`config.mk`:
```
export PLATFORM = sky130hd
export DESIGN_NAME = tcw_ctrl
export DESIGN_NICKNAME = d
export VERILOG_FILES = /design/src/hw/rtl/tcw_pkg.sv /design/src/hw/rtl/tcw_ctrl.sv
export SDC_FILE = /design/constraint.sdc
export NUM_CORES = 1
export LEC_CHECK = 0
export BUFFER_PORTS_ARGS = -buffer_cell sky130_fd_sc_hd__buf_4
export CORE_AREA = 2 2 39 41
export DETAILED_ROUTE_END_ITERATION = 8
export DIE_AREA = 0 0 41 43
export GPL_TIMING_DRIVEN = 0
export PLACE_DENSITY = 0.64
export SYNTH_ARGS = -nofsm -noshare
export SYNTH_HDL_FRONTEND = slang
export SYNTH_SLANG_ARGS = --single-unit
```
`constraint.sdc`:
```
create_clock -name clk -period 1.8 [get_ports clk]
set_input_delay 0.09 -clock clk [delete_from_list [all_inputs] [get_ports clk]]
set_output_delay 0.09 -clock clk [all_outputs]
set_load 0.01 [all_outputs]
```
`src/hw/rtl/tcw_pkg.sv`:
```
`default_nettype none
// ----------------------------------------------------------------------------
// tcw_pkg
// Shared types, codes and constants of the text console writer.
// ----------------------------------------------------------------------------
package tcw_pkg;

	localparam int DEF_COLUMNS    = 80;
	localparam int DEF_ROWS_SHOWN = 25;

	localparam logic [15:0] BLANK_CELL = 16'h0720;
	localparam logic [7:0]  ATTR_RESET = 8'h07;

	// operation codes
	localparam logic [1:0] OP_PUT   = 2'd0;
	localparam logic [1:0] OP_CLEAR = 2'd1;
	localparam logic [1:0] OP_READ  = 2'd2;

	// character codes
	localparam logic [7:0] CH_NUL       = 8'd0;
	localparam logic [7:0] CH_BACKSPACE = 8'd8;
	localparam logic [7:0] CH_TAB       = 8'd9;
	localparam logic [7:0] CH_NEWLINE   = 8'd10;
	localparam logic [7:0] CH_SPACE     = 8'd32;

	// a tab stores eight spaces: one plus this many repeats
	localparam logic [2:0] TAB_REPEATS = 3'd7;

	// configuration register index (paddr[2])
	localparam logic REG_ATTRIBUTE = 1'b0;

	typedef struct packed {
		logic [1:0]  op;
		logic [7:0]  ch;
		logic [10:0] cell_address;
		logic        end_of_write;
	} item_t;

	typedef struct packed {
		logic [15:0] cell_data;
		logic [10:0] cursor;
		logic [10:0] write_pos;
	} result_t;

	typedef enum logic [2:0] {
		K_IGNORE,
		K_NEWLINE,
		K_STORE,
		K_BACKSPACE,
		K_CLEAR,
		K_READ
	} kind_t;

	typedef enum logic [2:0] {
		S_INIT,
		S_IDLE,
		S_DECODE,
		S_STORE,
		S_NL_CHECK,
		S_SCROLL,
		S_CLEAR,
		S_RESPOND
	} state_t;

	typedef struct packed {
		logic latch;
		logic blank_step;
		logic scroll_step;
		logic scroll_end;
		logic nl_adv;
		logic store;
		logic backspace;
		logic clear_pos;
		logic read_issue;
		logic respond;
	} ctrl_cmd_t;

	typedef struct packed {
		kind_t kind;
		logic  at_end;
		logic  col_zero;
		logic  rep_zero;
		logic  sc_last;
	} dp_status_t;

endpackage
`default_nettype wire

```
`src/hw/rtl/tcw_ctrl.sv`:
```
`default_nettype none
// ----------------------------------------------------------------------------
// tcw_ctrl
// Sequencer of the console writer: decodes an item and steps the datapath
// through stores, newlines, backspaces, scrolls, clears and reads.
// ----------------------------------------------------------------------------
module tcw_ctrl (
	input  wire                    clk,
	input  wire                    arst_n,
	input  wire                    start,
	output logic                   busy,
	input  tcw_pkg::dp_status_t    status,
	output tcw_pkg::ctrl_cmd_t     cmd
);
	import tcw_pkg::*;

	state_t state_q, state_d;

	always_ff @(posedge clk or negedge arst_n) begin
		if (!arst_n) begin
			state_q <= S_INIT;
		end else begin
			state_q <= state_d;
		end
	end

	always_comb begin
		state_d = state_q;
		cmd     = '0;
		busy    = 1'b1;
		case (state_q)
			S_INIT: begin
				// blank the screen after reset
				cmd.blank_step = 1'b1;
				if (status.sc_last) begin
					state_d = S_IDLE;
				end
			end
			S_IDLE: begin
				busy = 1'b0;
				if (start) begin
					cmd.latch = 1'b1;
					state_d   = S_DECODE;
				end
			end
			S_DECODE: begin
				case (status.kind)
					K_NEWLINE: begin
						cmd.nl_adv = 1'b1;
						state_d    = S_NL_CHECK;
					end
					K_STORE: begin
						state_d = S_STORE;
					end
					K_BACKSPACE: begin
						cmd.backspace = !status.col_zero;
						state_d       = S_RESPOND;
					end
					K_CLEAR: begin
						cmd.clear_pos = 1'b1;
						state_d       = S_CLEAR;
					end
					K_READ: begin
						cmd.read_issue = 1'b1;
						state_d        = S_RESPOND;
					end
					default: begin
						state_d = S_RESPOND;
					end
				endcase
			end
			S_STORE: begin
				if (status.at_end) begin
					state_d = S_SCROLL;
				end else begin
					cmd.store = 1'b1;
					if (status.rep_zero) begin
						state_d = S_RESPOND;
					end
				end
			end
			S_NL_CHECK: begin
				state_d = status.at_end ? S_SCROLL : S_RESPOND;
			end
			S_SCROLL: begin
				cmd.scroll_step = 1'b1;
				if (status.sc_last) begin
					cmd.scroll_end = 1'b1;
					state_d = (status.kind == K_NEWLINE) ? S_RESPOND : S_STORE;
				end
			end
			S_CLEAR: begin
				cmd.blank_step = 1'b1;
				if (status.sc_last) begin
					state_d = S_RESPOND;
				end
			end
			S_RESPOND: begin
				cmd.respond = 1'b1;
				state_d     = S_IDLE;
			end
			default: begin
				state_d = S_INIT;
			end
		endcase
	end

endmodule
`default_nettype wire

```
After elaboration in Yosys (flattened, before gate mapping)
Index checks and enable logic that the tools add are counted.
{"block": "word_totals", "register_bits": 3, "latch_bits": 0, "ramBits": 0, "romBits": 0, "input_bits": 10, "output_inout_bits": 11, "elab_cells": 47, "n_memories": 0}
{"block": "classes", "n_addsub": 0, "multipliers": 0, "n_div": 0, "magnitude_cmp": 0, "n_eq_ne": 17, "shift": 0, "n_mux": 25, "bitwise_logic": 0, "reduce_logical": 4}
{"cell": "3-bit two-way mux", "count": 8}
{"cell": "3-bit case mux with 8 select lines", "count": 1}
{"cell": "3-bit equality test (second input constant)", "count": 6}
{"cell": "1-bit two-way mux", "count": 13}
{"cell": "3-bit by 2-bit equality test with 1-bit output (second input constant)", "count": 4}
{"cell": "3-bit case mux with 3 select lines", "count": 1}
{"cell": "2-bit inequality test (second input constant)", "count": 4}
{"cell": "3-bit by 1-bit equality test with 1-bit output (second input constant)", "count": 2}
{"cell": "5-bit AND reduction", "count": 1}
{"cell": "2-bit two-way mux", "count": 2}
{"cell": "3-bit logical NOT", "count": 1}
{"cell": "3-bit inequality test (second input constant)", "count": 1}
{"cell": "2-bit OR reduction", "count": 1}
{"cell": "1-bit logical NOT", "count": 1}

Depth between registers and ports, before layout
{"block": "depth", "word_depth": 4, "mapped_depth": 5, "depth_no_buf": 3}

Worst setup path before layout
No wires, ideal clock.
{"block": "synth_path", "path_kind": "reg-to-reg", "from": "register state_q[1]", "to": "register state_q[0]", "t_arrival_ps": 1238, "slack_ps": 438, "path_stages_with_launch": 5, "path_buffers": 1, "cell_sequence": "dfrtp_1 -> buf_2 -> nor4bb_1 -> nor2_1 -> o31a_1"}
{"block": "synth_via", "elab_chain_cells": 3, "word_cells_on_any_way": 15}
{"element": "start: declaration", "line_no": "tcw_ctrl.sv:17", "text": "state_t state_q, state_d;"}
{"element": "start signal: assignment", "line_no": "tcw_ctrl.sv:23", "text": "state_q <= state_d;"}
{"element": "3-bit by 2-bit equality test with 1-bit output (tied with other cells)", "line_no": "tcw_ctrl.sv:31", "text": "case (state_q)"}
{"element": "3-bit inequality test (no source line) / 2-bit inequality test (equally long branches)"}
{"element": "5-bit AND reduction (no source line)"}
Parallel ways exist; a longest one is shown, timed or not.
A chain may end at the register's enable or synchronous reset.

==> results.json <==
{
  "outcome": "finished clean",
  "synthTopCellsByCount": "nor2_1, dfrtp_1, nand2_1, nor2b_1, xor2_1",
  "async_reset_ff_frac": 1.00,
  "core_region_area_um2": 1380,
  "die_w_um": 41,
  "place_congestion": 0.726,
  "skew_ps": 4.00,
  "grt_pass1_vias": 386,
  "crit_arrival_ps": 1560,
  "ys_seq_area_frac": 0.205,
  "cp-start-kind": "flip-flop",
  "root_buffer": "clkbuf_4",
  "die-area_um2": 1760,
  "drive_above_1_share": 0.389,
  "synth_warnings": 0,
  "antenna_found_initial": 0,
  "wl_per_cell_um": 10.7,
  "htreeDepth": 1,
  "synth-adder-area-share": 0,
  "rsz0062_at_grt": "no",
  "start_util": 0.264,
  "die_h_um": 43,
  "synthFlopType": "dfrtp_1",
  "routed_wl_um": 939,
  "max_freq_mhz": 607,
  "synth_largest_area_cell": "dfrtp_1",
  "grt-ovfl-total": 0,
  "area_growth_pct": 56.5,
  "numCtsBuffers": 3,
  "dr.pass1.iters": 4,
  "synth_top_area_share": 0.205,
  "rows": 14,
  "final_core_utilization": 0.413,
  "synthesis.instances": 47,
  "critPathKind": "reg -> out",
  "fin_nets": 83,
  "setup_viol": 0,
  "fin_setup_tns_ps": 0,
  "top_regs": "state_q (3)",
  "viasPerCell": 4.99,
  "ys_types": 29,
  "yosys-top-cells-area": "dfrtp_1, xor2_1, nor2_1, nor2b_1, nor3b_1",
  "power_uw": 820,
  "clockBufferDepth": 2,
  "avgSynthCellArea_um2": 7.77,
  "finalHoldViolCount": 0,
  "required_ps": 1710,
  "period_minus_slack_ps": 1650,
  "cap_violations": 0,
  "vias": 439,
  "synth_mux_area_frac": 0,
  "synth_top_family_by_area": "simple AND/OR/NAND/NOR gates",
  "tightest_slew_ps": 387,
  "largest_register_ffs": 3,
  "holdBufCountCts": 1,
  "synth_edf_count": 0,
  "synthSimpleGateAreaFrac": 0.449,
  "finalCritPeriodShare": 0.915,
  "p_leak_uw": 0.000262,
  "syn_area_um2": 365,
  "setup_slack_ps": 152,
  "ios": 21,
  "drc": 0,
  "reg2reg_depth": 4,
  "maxSlewHeadroom": 0.742,
  "post-place-ws_ps": 404,
  "postCtsSetupBuffers": 0,
  "cp_max_fo": 10,
  "diodes": 0,
  "grt_first_pass_wirelength_um": 1570,
  "clock_sinks": 3,
  "clkTransAtPathRegs_ps": 40,
  "p_per_area_nw_per_um2": 1430,
  "drv_slew": 0,
  "r2r_start": "state_q[2]$_DFFE_PN0P_",
  "reg2reg_slack_ps": 430,
  "min_path_type": "in -> async",
  "syn_nets": 57,
  "endpoint_kind": "primary output",
  "antenna_left": 0,
  "port-buffer-count": 20,
  "clk_latency_ps": 240,
  "synth-seq-cells": 3,
  "track_usage": 0.132,
  "synth_compound_area_frac": 0.195,
  "r2r_end": "state_q[1]$_DFFE_PN0P_",
  "cts_tree": "built",
  "synth-xor-area-share": 0.0719,
  "largest-register": "state_q",
  "cts_resized": 0,
  "ir_drop_v": 0.000391,
  "grt_max_degree": 11,
  "yosysMostFrequentCell": "nor2_1",
  "dr.first_iter.drc_count": 8
}
routing by layer:
metal | vias up | track usage | wire [µm]
li1 | 222 | - | -
met1 | 194 | 0.178 | 439
met2 | 21 | 0.181 | 427
met3 | 2 | 0.0314 | 55
met4 | 0 | 0.0800 | 17
met5 | - | 0 | 0
stage by stage:
step           instances  hold slack [ps]  area [µm²]
4_1_cts               88              180         572
5_1_grt               88              210         572
6_report              88              179         572
3_3_place_gp          83             -121         536
2_1_floorplan         47             -206         365
3_5_place_dp          83             -121         536
critical path, cell delays in order (launching register included):
cell	delay, ps
dfrtp_1	420
buf_2	200
nor3b_1	250
nand2_1	100
nor3b_1	190
buf_4	150
power breakdown:
group	switching [µW]	internal (µW)	leakage, µW
sequential	21.4	102	0.0000335
combinational	297	274	0.000214
clock	41.5	83.5	0.0000150
worst max-delay path by stage:
stage | slack (ps) | endpoint | start | cells after the start
floorplan | 440 | state_q[0]$_DFFE_PN0P_ | state_q[1]$_DFFE_PN0P_ | 4
global placement | 400 | cmd[1] | state_q[0]$_DFFE_PN0P_ | 5
detailed placement | 400 | cmd[1] | state_q[0]$_DFFE_PN0P_ | 5
CTS | 150 | cmd[1] | state_q[0]$_DFFE_PN0P_ | 5
global route | 60 | cmd[1] | state_q[0]$_DFFE_PN0P_ | 5
finish | 150 | cmd[1] | state_q[0]$_DFFE_PN0P_ | 5
kinds of logic after synthesis:
kind of cell           after synthesis
XOR/XNOR                             3
buffers and inverters                5
AND/OR/NAND/NOR                     26
AO/OA/AOI/OAI                       10
flip-flops                           3
cells in the final DEF (no fill, tap or decap), drive strengths merged, types with 3 or more instances in the layout:
cell type | Yosys | layout
clkbuf | 1 | 5
dfrtp | 3 | 3
buf | 3 | 23
xor2 | 3 | 3
nand2 | 3 | 3
nor2 | 5 | 5
o21ai | 3 | 3
nor2b | 3 | 3
area by class of cell:
cell class                 count  area [µm²]
clock buffer                   4        26.3
buffer                         4        25.0
fill                         148         812
multi-input combinational     39         262
tap                           16        20.0
inverter                       1        3.75
sequential                     3        75.1
timing repair buffer          21         160
Note: power is estimated with default switching activity, not from simulation.
